[config.mk]
export PLATFORM = sky130hd
export DESIGN_NAME = tas_ram
export DESIGN_NICKNAME = d
export VERILOG_FILES = /design/src/hdl/tas_ram.sv
export SDC_FILE = /design/constraint.sdc
export NUM_CORES = 1
export LEC_CHECK = 0
export CAP_MARGIN = 20
export CELL_PAD_IN_SITES_DETAIL_PLACEMENT = 1
export CELL_PAD_IN_SITES_GLOBAL_PLACEMENT = 2
export CORE_ASPECT_RATIO = 2
export CORE_MARGIN = 10
export CORE_UTILIZATION = 46
export CTS_CLUSTER_SIZE = 14
export DETAILED_ROUTE_END_ITERATION = 6
export DONT_BUFFER_PORTS = 1
export PLACE_DENSITY_LB_ADDON = 0.1
export SYNTH_ARGS = -nofsm -noshare
export SYNTH_HDL_FRONTEND = slang
export SYNTH_SLANG_ARGS = --single-unit
[constraint.sdc]
create_clock -name clk -period 2.18 [get_ports clk]
set_input_delay 0.109 -clock clk [delete_from_list [all_inputs] [get_ports clk]]
set_output_delay 0.109 -clock clk [all_outputs]
set_load 0.1 [all_outputs]
[src/hdl/tas_ram.sv]
// ----------------------------------------------------------------------------
// tas_ram
// Generic single-port-write, single-port-read RAM with registered read.
// ----------------------------------------------------------------------------
module tas_ram #(
	parameter int WIDTH = 8,
	parameter int DEPTH = 32
) (
	input  logic                                     clk,
	input  logic                                     we,
	input  logic [((DEPTH > 1) ? $clog2(DEPTH) : 1)-1:0] waddr,
	input  logic [WIDTH-1:0]                         wdata,
	input  logic                                     re,
	input  logic [((DEPTH > 1) ? $clog2(DEPTH) : 1)-1:0] raddr,
	output logic [WIDTH-1:0]                         rdata
);

	logic [WIDTH-1:0] mem [DEPTH];

	always_ff @(posedge clk) begin
		if (we) begin
			mem[waddr] <= wdata;
		end
		if (re) begin
			rdata <= mem[raddr];
		end
	end

endmodule

* Word-level counts from Yosys, hierarchy flattened *
Memories as Yosys holds them, arrays and structs flattened. A register that Yosys moved wholly into a read port is not among the register bits.
Cells that the tools add are included.

storage, ports and cells
  RAM bits = 256
  word-level logic and storage cells = 3
  bits in registers = 0
  output and inout bits = 8
  memories kept = 1

memories
  memory  words  bits a word  read ports  clocked after memory_dff  wr ports  line  RTL
  mem     32     8            1           1                         1         18    logic [WIDTH-1:0] mem [DEPTH];

operators by class
  multiplexer cells = 2

operators with widths
  operator          count
  1-bit 2-to-1 mux  2

* Depth between registers and ports, before layout *
  depth in word-level cells = 2
  gate-level depth with buffers = 5

* Worst setup path after synthesis *
No wires, ideal clock.

  kind = input-to-reg
  from = input raddr[2] (netlist bit)
  to = register rdata[0] (read register of mem) (data pin)
  cell stages on the path = 5
  buffers on the path = 2
  data arrival time = 1791 ps
  setup time = 260 ps
  slack = 129 ps
  path through = clkbuf_1 clkbuf_1 mux4_2 mux4_2 mux2_2

RTL lines
  element             line  RTL
  start: declaration  14    input logic [((DEPTH > 1) ? $clog2(DEPTH) : 1)-1:0] raddr,
  end: declaration    15    output logic [WIDTH-1:0] rdata

==> flow_summary_export.csv <==
group,metric,value,unit
run_status,status,"completed",
cells_and_area,fillers,1778,
sta,worst_slack,0.174,ns
power,ir_worst_vdd,647,uV
clock_network,cts.sinks,264,
placed_design,dp_hpwl,15.7,mm
yosys,synthMuxAreaShare,18.7,%
drt,drt.antenna.violating_nets,0,
sta,hold_violations,0,
power,power.share.sequential,56.8,%
cells_and_area,layout-drive-gt1-share,33.3,%
clock_network,cts-root-buf,"clkbuf_16",
yosys,postSynthCellCount,417,
sta,tns,0,ns
cells_and_area,final_nets,504,
sta,fin_crit,2.01,ns
placed_design,dp_slack,0.173,ns
floorplan,die_area,28700,um2
placed_design,portBuffers,0,
yosys,ys_ff_latch,264,
min_path,whs_path_depth,2,
sta,fin_hold_ws,0.0133,ns
clock_network,cts_tree,"built",
sta,setup_viol,0,
drt,met2_length,14.8,mm
yosys,synth_fa_ha_area_share,0,%
clock_network,insertion_delay,0.53,ns
yosys,synthXorXnorAreaFrac,0,%
placed_design,place.gp.congestion,0.799,
drt,firstDrtPassIters,4,
yosys,synth_top_family_by_area,"multiplexers",
critical_path,end_kind,"flop",
yosys,synth_simple_gate_area_share,2.05,%
yosys,synth_common_cells,"264 x edfxtp_1, 80 x mux4_2, 33 x nor2_1, 8 x mux2_2",
clock_network,max-clock-path-buffers,3,
power,pwr-share-comb,5.7,%
cells_and_area,area_growth,14.8,%
sta,worst_slew_pin_slew,0.892,ns
yosys,yosysSeqAreaShare,78.2,%
global_routing,grt_pass1_vias,5019,
global_routing,grt_max_degree,65,
yosys,synth-async-reset-ratio,0,%
power,switching_share,21.0,%
global_routing,grtUsageTotal,17.1,%
critical_path,worst-path-max-fanout,1,
power,intPower,7.94,mW
critical_path,cp.required,2.46,ns
clock_network,post_cts_buffers,0,
global_routing,antenna_found_initial,2,
drt,vias,4402,
power,power.density,864,nW/um2
yosys,synth_edf_count,264,
critical_path,worst_r2r_path_depth,3,
yosys,syn_area_per_cell,24.3,um2
min_path,hp-start,"raddr[4]",
critical_path,r2r-start,"mem[31][0]",
cells_and_area,multi_input_area,2100,um2
yosys,synth_flop_cell,"edfxtp_1",
drt,totalWireLength,24.4,mm
sta,finalMaxSlewViolations,0,
drt,drtIter0Drc,432,
clock_network,clk_pin_slew,0.07,ns
sta,max_slew_margin,40.6,%
critical_path,r2r_end,"rdata[0]",
run,maxCapViolCount,0,
global_routing,grt_pass1_wl,35.9,mm
yosys,synth-compound-area-share,0,%
power,switchingPower,2.11,mW
yosys,yosys_warnings,0,
yosys,synth_top_area_cell,"edfxtp_1",
critical_path,critical_path_class,"flop to flop",
power,p_leak,3.64,nW
clock_network,htree_levels,1,
drt,met3WireLength,928,um
floorplan,fp.dieW,125,um
power,p_clk_share,37.4,%
critical_path,startpoint_type,"flop",
global_routing,overflow,0,
yosys,ys_top_cells_by_area,"edfxtp_1 78%, mux4_2 18%, nor2_1 1.2%, mux2_2 0.89%, buf_4 0.44%",
floorplan,initial_core_util,46.9,%
sta,rsz0062_at_grt,"false",
floorplan,io_pins,29,
drt,vias_per_cell,5.71,
sta,post-route-period-util,92.0,%
drt,m1WireLength,7.82,mm
yosys,synth_most_common_cell,"edfxtp_1",
sta,fmax,499,MHz
floorplan,coreArea,21600,um2
yosys,yosysTopAreaCellShare,78.2,%
drt,wl_per_cell,31.7,um
critical_path,r2r_slack,0.17,ns
critical_path,cp_data_arrival_time,2.28,ns
min_path,whs_endpoint,"rdata[6]",
cells_and_area,seq_area,7930,um2
yosys,syn_area,10100,um2
drt,routed.top_layer,"met4",
min_path,hold_path.class,"input port to flop",
clock_network,numCtsBuffers,24,
sta,clock_skew,0.0157,ns
drt,drc,0,
floorplan,die_y,230,um
yosys,syn_nets,438,
floorplan,rows,76,
yosys,synthDistinctLibCells,14,
## sequential cells by signal, summed over array words and instances, names as in the netlist
| name | cells |
|---|---|
| mem | 256 |
| rdata | 8 |
## worst max-delay path by stage
stage               start       end  slack (ns)  cells past startpoint
2_1_floorplan    raddr[2]  rdata[0]        0.13                      5
3_3_place_gp   mem[31][0]  rdata[0]        0.21                      3
3_5_place_dp   mem[31][0]  rdata[0]        0.17                      3
4_1_cts        mem[31][0]  rdata[0]        0.16                      3
5_1_grt        mem[31][0]  rdata[0]        0.14                      3
6_report       mem[31][0]  rdata[0]        0.17                      3
## worst max-delay path: stages (launching register included)
cell and delay, ns:
edfxtp_1 0.37, mux4_2 0.55, mux4_2 0.55, mux2_2 0.28
## layout make-up
| cell class | count | area share (%) |
|---|---|---|
| Sequential cell | 264 | 68.2 |
| Clock inverter | 9 | 0.463 |
| Timing Repair Buffer | 60 | 4.99 |
| Tap cell | 273 | 2.94 |
| Clock buffer | 30 | 5.36 |
| Multi-Input combinational cell | 133 | 18.1 |
| Antenna cell | 2 | 0.0430 |
## kinds of logic after synthesis
| group | after synthesis |
|---|---|
| and+or+nand+nor | 45 |
| muxes | 88 |
| DFF | 264 |
| buffers and inverters | 20 |
## metal layers
metal | vias to the layer above | GRT usage, %
met2 | 97 | 33.3
met4 | 0 | 7.45
li1 | 1918 | -
met1 | 2359 | 17.5
met3 | 28 | 2.24
met5 | - | 0
## power groups by stage
| stage | Combinational, mW | Sequential, mW | Clock, mW |
|---|---|---|---|
| floorplan | 0.301 | 5.89 | 0 |
| global placement | 0.438 | 5.82 | 0 |
| detailed placement | 0.443 | 5.82 | 0 |
| CTS | 0.588 | 5.71 | 3.87 |
| global route | 0.602 | 5.71 | 4.03 |
| finish | 0.576 | 5.71 | 3.76 |
## layout by cell type, fill, tap and decap left out
cell,Yosys,routed
nand3_1,2,2
clkinv_2,0,2
inv_6,0,1
mux4_2,80,80
clkinv_1,0,5
or3_1,1,1
buf_12,0,7
clkinv_8,0,1
clkbuf_16,0,24
mux2_2,8,8
or3b_2,3,3
dlygate4sd3_1,0,14
diode_2,0,2
nor2_1,33,33
buf_8,0,1
nand3b_1,5,5
nand2_1,1,1
clkbuf_1,6,6
edfxtp_1,264,264
buf_4,6,38
## per-stage QoR
stage / instances / utilization [%] / cell area, um2 / power (mW)
2_1_floorplan: 417 / - / 10100 / 6.19
3_3_place_gp: 708 / 49.4 / 10700 / 6.26
3_5_place_dp: 708 / 49.4 / 10700 / 6.26
4_1_cts: 768 / 53.8 / 11600 / 10.2
5_1_grt: 771 / 53.9 / 11600 / 10.3
6_report: 771 / 53.9 / 11600 / 10.0
## repair_timing
item | in CTS | in global routing
hold buffers | 21 | 0
resized for setup | 0 | 0
hold endpoints to repair | 278 | 0
(Power assumes the default switching activity.)
