<file path="src/hdl/tas_pkg.sv">
// ----------------------------------------------------------------------------
// tas_pkg
// Shared types, codes and constants of the timed action scheduler.
// ----------------------------------------------------------------------------
package tas_pkg;

	localparam int SLOT_W = 6;
	localparam int ID_W   = 16;
	localparam int TIME_W = 32;

	typedef enum logic [1:0] {
		OP_TICK   = 2'd0,
		OP_CREATE = 2'd1,
		OP_UPDATE = 2'd2,
		OP_DELETE = 2'd3
	} op_t;

	typedef enum logic [2:0] {
		ST_CREATED   = 3'd0,
		ST_UPDATED   = 3'd1,
		ST_DELETED   = 3'd2,
		ST_FULL      = 3'd3,
		ST_NOT_FOUND = 3'd4,
		ST_FIRED     = 3'd5,
		ST_TICK_DONE = 3'd6
	} status_t;

	typedef enum logic [1:0] {
		S_IDLE,
		S_TICK,
		S_CREATE,
		S_FIND
	} state_t;

	localparam logic [1:0] KIND_EXCHANGE = 2'd2;

	localparam logic [1:0] UNIT_MINUTE = 2'd0;
	localparam logic [1:0] UNIT_HOUR   = 2'd1;
	localparam logic [1:0] UNIT_DAY    = 2'd2;

	localparam int SEC_W = 17;
	localparam logic [SEC_W-1:0] SEC_MINUTE = SEC_W'(60);
	localparam logic [SEC_W-1:0] SEC_HOUR   = SEC_W'(60 * 60);
	localparam logic [SEC_W-1:0] SEC_DAY    = SEC_W'(24 * 60 * 60);

	localparam int PERIOD_W = 7 + SEC_W;

	// One table entry as it sits in the slot memory.
	typedef struct packed {
		logic [ID_W-1:0]   id;
		logic [1:0]        kind;
		logic [7:0]        repeat_count;
		logic [1:0]        unit;
		logic [TIME_W-1:0] start_time;
		logic [TIME_W-1:0] end_time;
		logic [TIME_W-1:0] last_run;
	} slot_entry_t;

	// Firing decision leaving the due pipeline.
	typedef struct packed {
		logic              valid;
		logic              fire;
		logic [SLOT_W-1:0] slot;
	} due_s2_t;

	function automatic logic [SEC_W-1:0] unit_seconds(input logic [1:0] unit);
		logic [SEC_W-1:0] sec;
		unique case (unit)
			UNIT_MINUTE: sec = SEC_MINUTE;
			UNIT_HOUR:   sec = SEC_HOUR;
			UNIT_DAY:    sec = SEC_DAY;
			default:     sec = '0;
		endcase
		return sec;
	endfunction

endpackage

</file>
<file path="src/hdl/tas_due.sv">
// ----------------------------------------------------------------------------
// tas_due
// Two-stage firing check for one slot entry read during a tick walk.
// ----------------------------------------------------------------------------
module tas_due (
	input  logic                             clk,
	input  logic                             arst_n,
	input  logic                             adv,
	input  logic                             in_vld,
	input  logic [tas_pkg::SLOT_W-1:0]       in_slot,
	input  logic                             in_en,
	input  tas_pkg::slot_entry_t             entry,
	input  logic [tas_pkg::TIME_W-1:0]       now,
	input  logic                             plate,
	output tas_pkg::due_s2_t                 due,
	output tas_pkg::slot_entry_t             entry_out
);

	logic                                exch;
	logic                                elig;
	logic [tas_pkg::PERIOD_W-1:0]        period;

	logic                                vld_s2;
	logic                                elig_s2;
	logic                                once_s2;
	logic                                last0_s2;
	logic                                start0_s2;
	logic [tas_pkg::PERIOD_W-1:0]        period_s2;
	logic [tas_pkg::SLOT_W-1:0]          slot_s2;
	tas_pkg::slot_entry_t                entry_s2;

	logic [tas_pkg::TIME_W-1:0]          next_run;
	logic                                is_due;

	// Stage 1: kind against plate mode, time window, period product.
	always_comb begin
		exch   = (entry.kind == tas_pkg::KIND_EXCHANGE);
		elig   = in_en && (exch ^ plate) && (now >= entry.start_time) &&
			((entry.end_time == '0) || (now <= entry.end_time));
		period = tas_pkg::PERIOD_W'(entry.repeat_count[6:0]) *
			tas_pkg::PERIOD_W'(tas_pkg::unit_seconds(entry.unit));
	end

	always_ff @(posedge clk or negedge arst_n) begin
		if (!arst_n) begin
			vld_s2 <= 1'b0;
		end else if (adv) begin
			vld_s2 <= in_vld;
		end
	end

	always_ff @(posedge clk) begin
		if (adv) begin
			elig_s2   <= elig;
			once_s2   <= entry.repeat_count[7];
			last0_s2  <= (entry.last_run == '0);
			start0_s2 <= (entry.start_time == '0);
			period_s2 <= period;
			slot_s2   <= in_slot;
			entry_s2  <= entry;
		end
	end

	// Stage 2: next due time and the compare against now.
	always_comb begin
		if (last0_s2) begin
			next_run = start0_s2 ? now : entry_s2.start_time;
		end else begin
			next_run = entry_s2.last_run + tas_pkg::TIME_W'(period_s2);
		end
		if (once_s2) begin
			is_due = last0_s2;
		end else begin
			is_due = (period_s2 != '0) && (now >= next_run);
		end
		due.valid = vld_s2;
		due.fire  = vld_s2 && elig_s2 && is_due;
		due.slot  = slot_s2;
	end

	assign entry_out = entry_s2;

endmodule

</file>
<file path="config.mk">
export PLATFORM = sky130hd
export DESIGN_NAME = tas_due
export DESIGN_NICKNAME = d
export VERILOG_FILES = /design/src/hdl/tas_pkg.sv /design/src/hdl/tas_due.sv
export SDC_FILE = /design/constraint.sdc
export NUM_CORES = 1
export LEC_CHECK = 0
export ABC_CLOCK_PERIOD_IN_PS = 4800
export BUFFER_PORTS_ARGS = -buffer_cell sky130_fd_sc_hd__buf_4
export CORE_UTILIZATION = 55
export DETAILED_ROUTE_END_ITERATION = 8
export HOLD_SLACK_MARGIN = 0.15
export PLACE_DENSITY = 0.89
export SYNTH_ARGS = -nofsm -noshare
export SYNTH_HDL_FRONTEND = slang
export SYNTH_SLANG_ARGS = --single-unit
</file>
<file path="constraint.sdc">
create_clock -name clk -period 4.8 [get_ports clk]
set_clock_uncertainty 0.1 [all_clocks]
set_input_delay 0.96 -clock clk [delete_from_list [all_inputs] [get_ports clk]]
set_output_delay 0.96 -clock clk [all_outputs]
set_load 0.02 [all_outputs]
</file>
Word level (Yosys, flattened, before mapping)
Cells that the tools add are included.
W data, S select, Z words.
{"block": "totals", "in_bits": 168, "word_cells": 39, "register_bits": 159}
{"block": "classes", "magnitude_cmp": 3, "bitwise_logic": 1, "reduce_logical": 12, "n_mux": 4, "add_sub_neg": 1, "eq_ne": 3, "multipliers": 1}
{"op": "$logic_not A32 Y1", "count": 3}
{"op": "$ge A32 B32 Y1", "count": 2}
{"op": "$mux W32", "count": 2}
{"op": "$pmux W17 S3", "count": 1}
{"op": "$add A32 B24 Y32", "count": 1}
{"op": "$le A32 B32 Y1", "count": 1}
{"op": "$mul A7 B17 Y24", "count": 1}
{"op": "$reduce_bool A24 Y1", "count": 1}
{"op": "$logic_and A1 B1 Y1", "count": 6}
{"op": "$eq A2 B2 Y1 const B", "count": 2}
{"op": "$eq A2 B1 Y1 const B", "count": 1}
{"op": "$logic_not A2 Y1", "count": 1}
{"op": "$logic_or A1 B1 Y1", "count": 1}
{"op": "$mux W1", "count": 1}
{"op": "$xor A1 B1 Y1", "count": 1}

Logic depth before layout (Yosys ltp)
{"block": "logic_depth", "word_depth": 6, "ltp_mapped": 21, "ltp_nobuf": 20}

Worst setup path after synthesis
Ideal clock, no wire load.
{"block": "synth_path", "path_type": "input port to flip-flop", "from": "input entry[96] (netlist bit)", "to": "register period_s2[23] (netlist bit), data pin", "setup_time_ns": 0.262, "cell_stages": 20, "t_required_ns": 4.438, "path_buffers": 1, "t_arrival_ns": 5.571, "slack_ns": -1.133, "cell_sequence": "clkbuf_1 inv_1 and2_1 inv_1 fa_1 fa_1 inv_1 fa_1 inv_1 fa_1 inv_1 ha_1 a211oi_1 nor2_1 o311ai_0 a21o_1 a31oi_1 a211oi_1 a21oi_1 xor2_1"}
{"block": "synth_between", "elab_chain_cells": 3}
{"element": "start: declaration", "line_no": "tas_due.sv:12", "source": "input tas_pkg::slot_entry_t entry,"}
{"element": "$eq A2 B2 Y1 (tied with other cells)", "line_no": "tas_pkg.sv:68", "source": "unique case (unit)"}
{"element": "$pmux W17 S3 (*)", "line_no": "tas_pkg.sv:68"}
{"element": "$mul A7 B17 Y24 (*)", "line_no": "tas_due.sv:40", "source": "period = tas_pkg::PERIOD_W'(entry.repeat_count[6:0]) *"}
{"element": "named net period (one bit)", "line_no": "tas_due.sv:21", "source": "logic [tas_pkg::PERIOD_W-1:0] period;"}
{"element": "end signal: assignment", "line_no": "tas_due.sv:58", "source": "period_s2 <= period;"}
{"element": "end: declaration", "line_no": "tas_due.sv:28", "source": "logic [tas_pkg::PERIOD_W-1:0] period_s2;"}
The timed path passes the listed nets; every way through them passes the cells marked *.
A chain may end at the register's enable or synchronous reset.

==> results.ini <==
[outcome]
outcome = finished with violations
violations = negative setup slack

[floorplan]
rows = 53
die_area_sq_um = 22000
die_x_microns = 148
start_util = 0.561
ios = 300
die_h_microns = 148
core-area_sq_um = 21000

[layout]
nFillCells = 1225
final_common_cell = buf_4
nNetsFinal = 1928
final_layout_size_suffix_gt1_frac = 0.387
layout_common_cells = buf_4, ha_1, edfxtp_1
synthToLayoutAreaGrowth_pct = 42.1

[routing]
antenna_left = 0
via_count = 10802
drt-pass1-iter-count = 9
drt-total-wl_mm = 38.2
viasPerCell = 5.88
avgRoutedWirePerCell_microns = 20.8
drcViolationCount = 0
initialDrtViolationCount = 758

[synth]
syn_avg_cell_area_sq_um = 10.8
synth-seq-cells = 156
ys_seq_area_frac = 0.397
synth_cell_type_count = 60
syn-cell-area_sq_um = 11800
synthFlopType = edfxtp_1
synth_edf_count = 155
synth_fp_nets = 1470
synthCells = 1088
yosysWarnings = 0
async_reset_ff_frac = 0.00641

[setup_path]
cp_max_fo = 6
cp.arrival_ns = 4.36
r2r_slack_ns = 3.93
critPathKind = register to output pin
start_kind = register
r2r_cells = 1
endpoint_kind = output pin
reg2reg_from = vld_s2
r2r-end = vld_s2
required_ns = 3.74

[power_and_ir_drop]
pwr-share-clk = 0.256
seq_power_share = 0.321
p_switching_mw = 1.93
power.total_mw = 5.50
powerDensity_nw_per_um2 = 328
swShare = 0.350
p_int_mw = 3.57
irDropWorstVdd_mv = 0.320
p_leak_nw = 8.07
power_frac_comb = 0.423

[place]
port_buffers = 299
gp_congestion = 0.933
place_hpwl_mm = 27.9

[cts]
clock_sink_count = 156
clk_pin_slew_worst_paths_ns = 0.07
cts_hold_buffers = 0
root_buffer = clkbuf_16
clk_latency_ns = 0.44
tritoncts = done
htreeDepth = 4
cts_made_buffers = 17
clockBufferDepth = 2

[grt]
grt_start_max_net_pins = 112
antenna_found_initial = 2
grt_pass1_wl_mm = 57.6
overflow = 0
gr-usage-met2 = 0.623
grt_pass1_vias = 11159
grt_util_met3 = 0.0567
top_usage_layer = met2
track_usage = 0.344
grtUsageMet1 = 0.379

[timing]
clock.fmax_mhz = 184
period_share = 1.13
rsz0062_at_grt = true
post-route-min-period_ns = 5.42
hold_viol = 0
hold_slack_ns = 0.175
postLayoutSetupSlackWorst_ns = -0.622
setup-violations-final = 11
worst_pin_slew_ns = 1.07
relSlewSlack = 0.289
drv_slew = 0

[flow_run]
drv_cap = 0

[min_path]
hp-class = input port to asynchronous set/reset pin

area by class of cell:
cell class	count	area, sq um	area share
diodes	2	5.00	0.000299
clock buffers	18	429	0.0256
clock inverters	14	160	0.00955
inverters	156	596	0.0355
multi-input cells	758	7020	0.418
flip-flops and latches	156	4680	0.279
well taps	275	344	0.0205
repair buffers	457	3540	0.211
layer usage:
layer / routed length (microns) / up-vias
met3: 2940 / 180
met5: 0 / -
met4: 2370 / 0
met2: 19500 / 616
met1: 13400 / 5135
li1: - / 4871
synthesized netlist by cell type, types with 17 or more instances:
| cell | instances | area [sq um] |
|---|---|---|
| nor2b_1 | 17 | 106 |
| edfxtp_1 | 155 | 4650 |
| a21oi_1 | 60 | 300 |
| nand4_1 | 24 | 150 |
| inv_1 | 155 | 582 |
| a21o_1 | 44 | 330 |
| ha_1 | 169 | 2110 |
| nor2_1 | 44 | 165 |
| fa_1 | 45 | 901 |
| mux2i_1 | 27 | 270 |
| nor4_1 | 31 | 194 |
| o21ai_0 | 51 | 255 |
| xnor2_1 | 23 | 201 |
| nand2_1 | 58 | 218 |
| nor3_1 | 17 | 85.1 |
power groups by stage:
stage / registers, mW / logic [mW] / clock network [mW]
3_5_place_dp: 1.78 / 2.01 / 0
3_3_place_gp: 1.77 / 1.91 / 0
6_report: 1.76 / 2.32 / 1.41
5_1_grt: 1.77 / 2.51 / 1.46
4_1_cts: 1.76 / 2.20 / 1.40
2_1_floorplan: 1.86 / 1.05 / 0
critical path, stage by stage (launching register included):
cell and delay (ns):
edfxtp_1 0.44, ha_2 0.22, buf_4 0.12, a21o_1 0.17, a21o_1 0.18, a311oi_2 0.36
nor3_2 0.13, a21oi_2 0.28, o31ai_4 0.14, a311oi_2 0.31, ha_1 0.29, a21o_1 0.16
a21o_1 0.16, a211oi_2 0.29, o221ai_4 0.16, nor2_2 0.11, o31a_1 0.22, nor3_4 0.05
buf_6 0.15
stage by stage:
stage | utilization | instance area, sq um | setup WS (ns) | std cells | setup TNS [ns]
final | 0.798 | 16800 | -0.622 | 1836 | -3.01
after global routing | 0.798 | 16800 | -0.742 | 1836 | -4.24
after CTS | 0.792 | 16700 | -0.512 | 1831 | -1.94
after global placement | 0.740 | 15600 | -0.695 | 1783 | -5.83
after detailed placement | 0.740 | 15600 | -0.878 | 1783 | -7.69
after floorplan | - | 12000 | -0.557 | 1088 | -2.95
flip-flops by register name (all words and copies together), names as in the netlist:
| name | cells |
|---|---|
| elig_s2 | 1 |
| entry_out | 123 |
| last0_s2 | 1 |
| once_s2 | 1 |
| period_s2 | 22 |
| slot_s2 | 6 |
| start0_s2 | 1 |
| vld_s2 | 1 |
how the worst max path moves through the flow:
| stage | slack, ns | end | start |
|---|---|---|---|
| floorplan | -0.56 | period_s2[23] | entry[96] |
| global placement | -0.70 | period_s2[23] | entry[97] |
| detailed placement | -0.88 | period_s2[23] | entry[97] |
| CTS | -0.51 | due[6] | entry_out[8] |
| global route | -0.74 | due[6] | period_s2[2] |
| finish | -0.62 | due[6] | period_s2[2] |
cell families after synthesis:
group | after synthesis | share of synthesized area
muxes | 34 | 0.0299
DFF | 156 | 0.397
adders and majority gates | 214 | 0.256
AOI/OAI and AO/OA | 223 | 0.125
xor gates and xnor gates | 38 | 0.0282
and+or+nand+nor | 249 | 0.109
buffers and inverters | 174 | 0.0560
what timing repair did:
action                                  in CTS  in global routing
buffers inserted                            18                 10
resized for setup                           87                 27
endpoints found under the setup margin      11                 12
pin swaps                                   72                 41
Note: power is estimated with default switching activity, not from simulation.
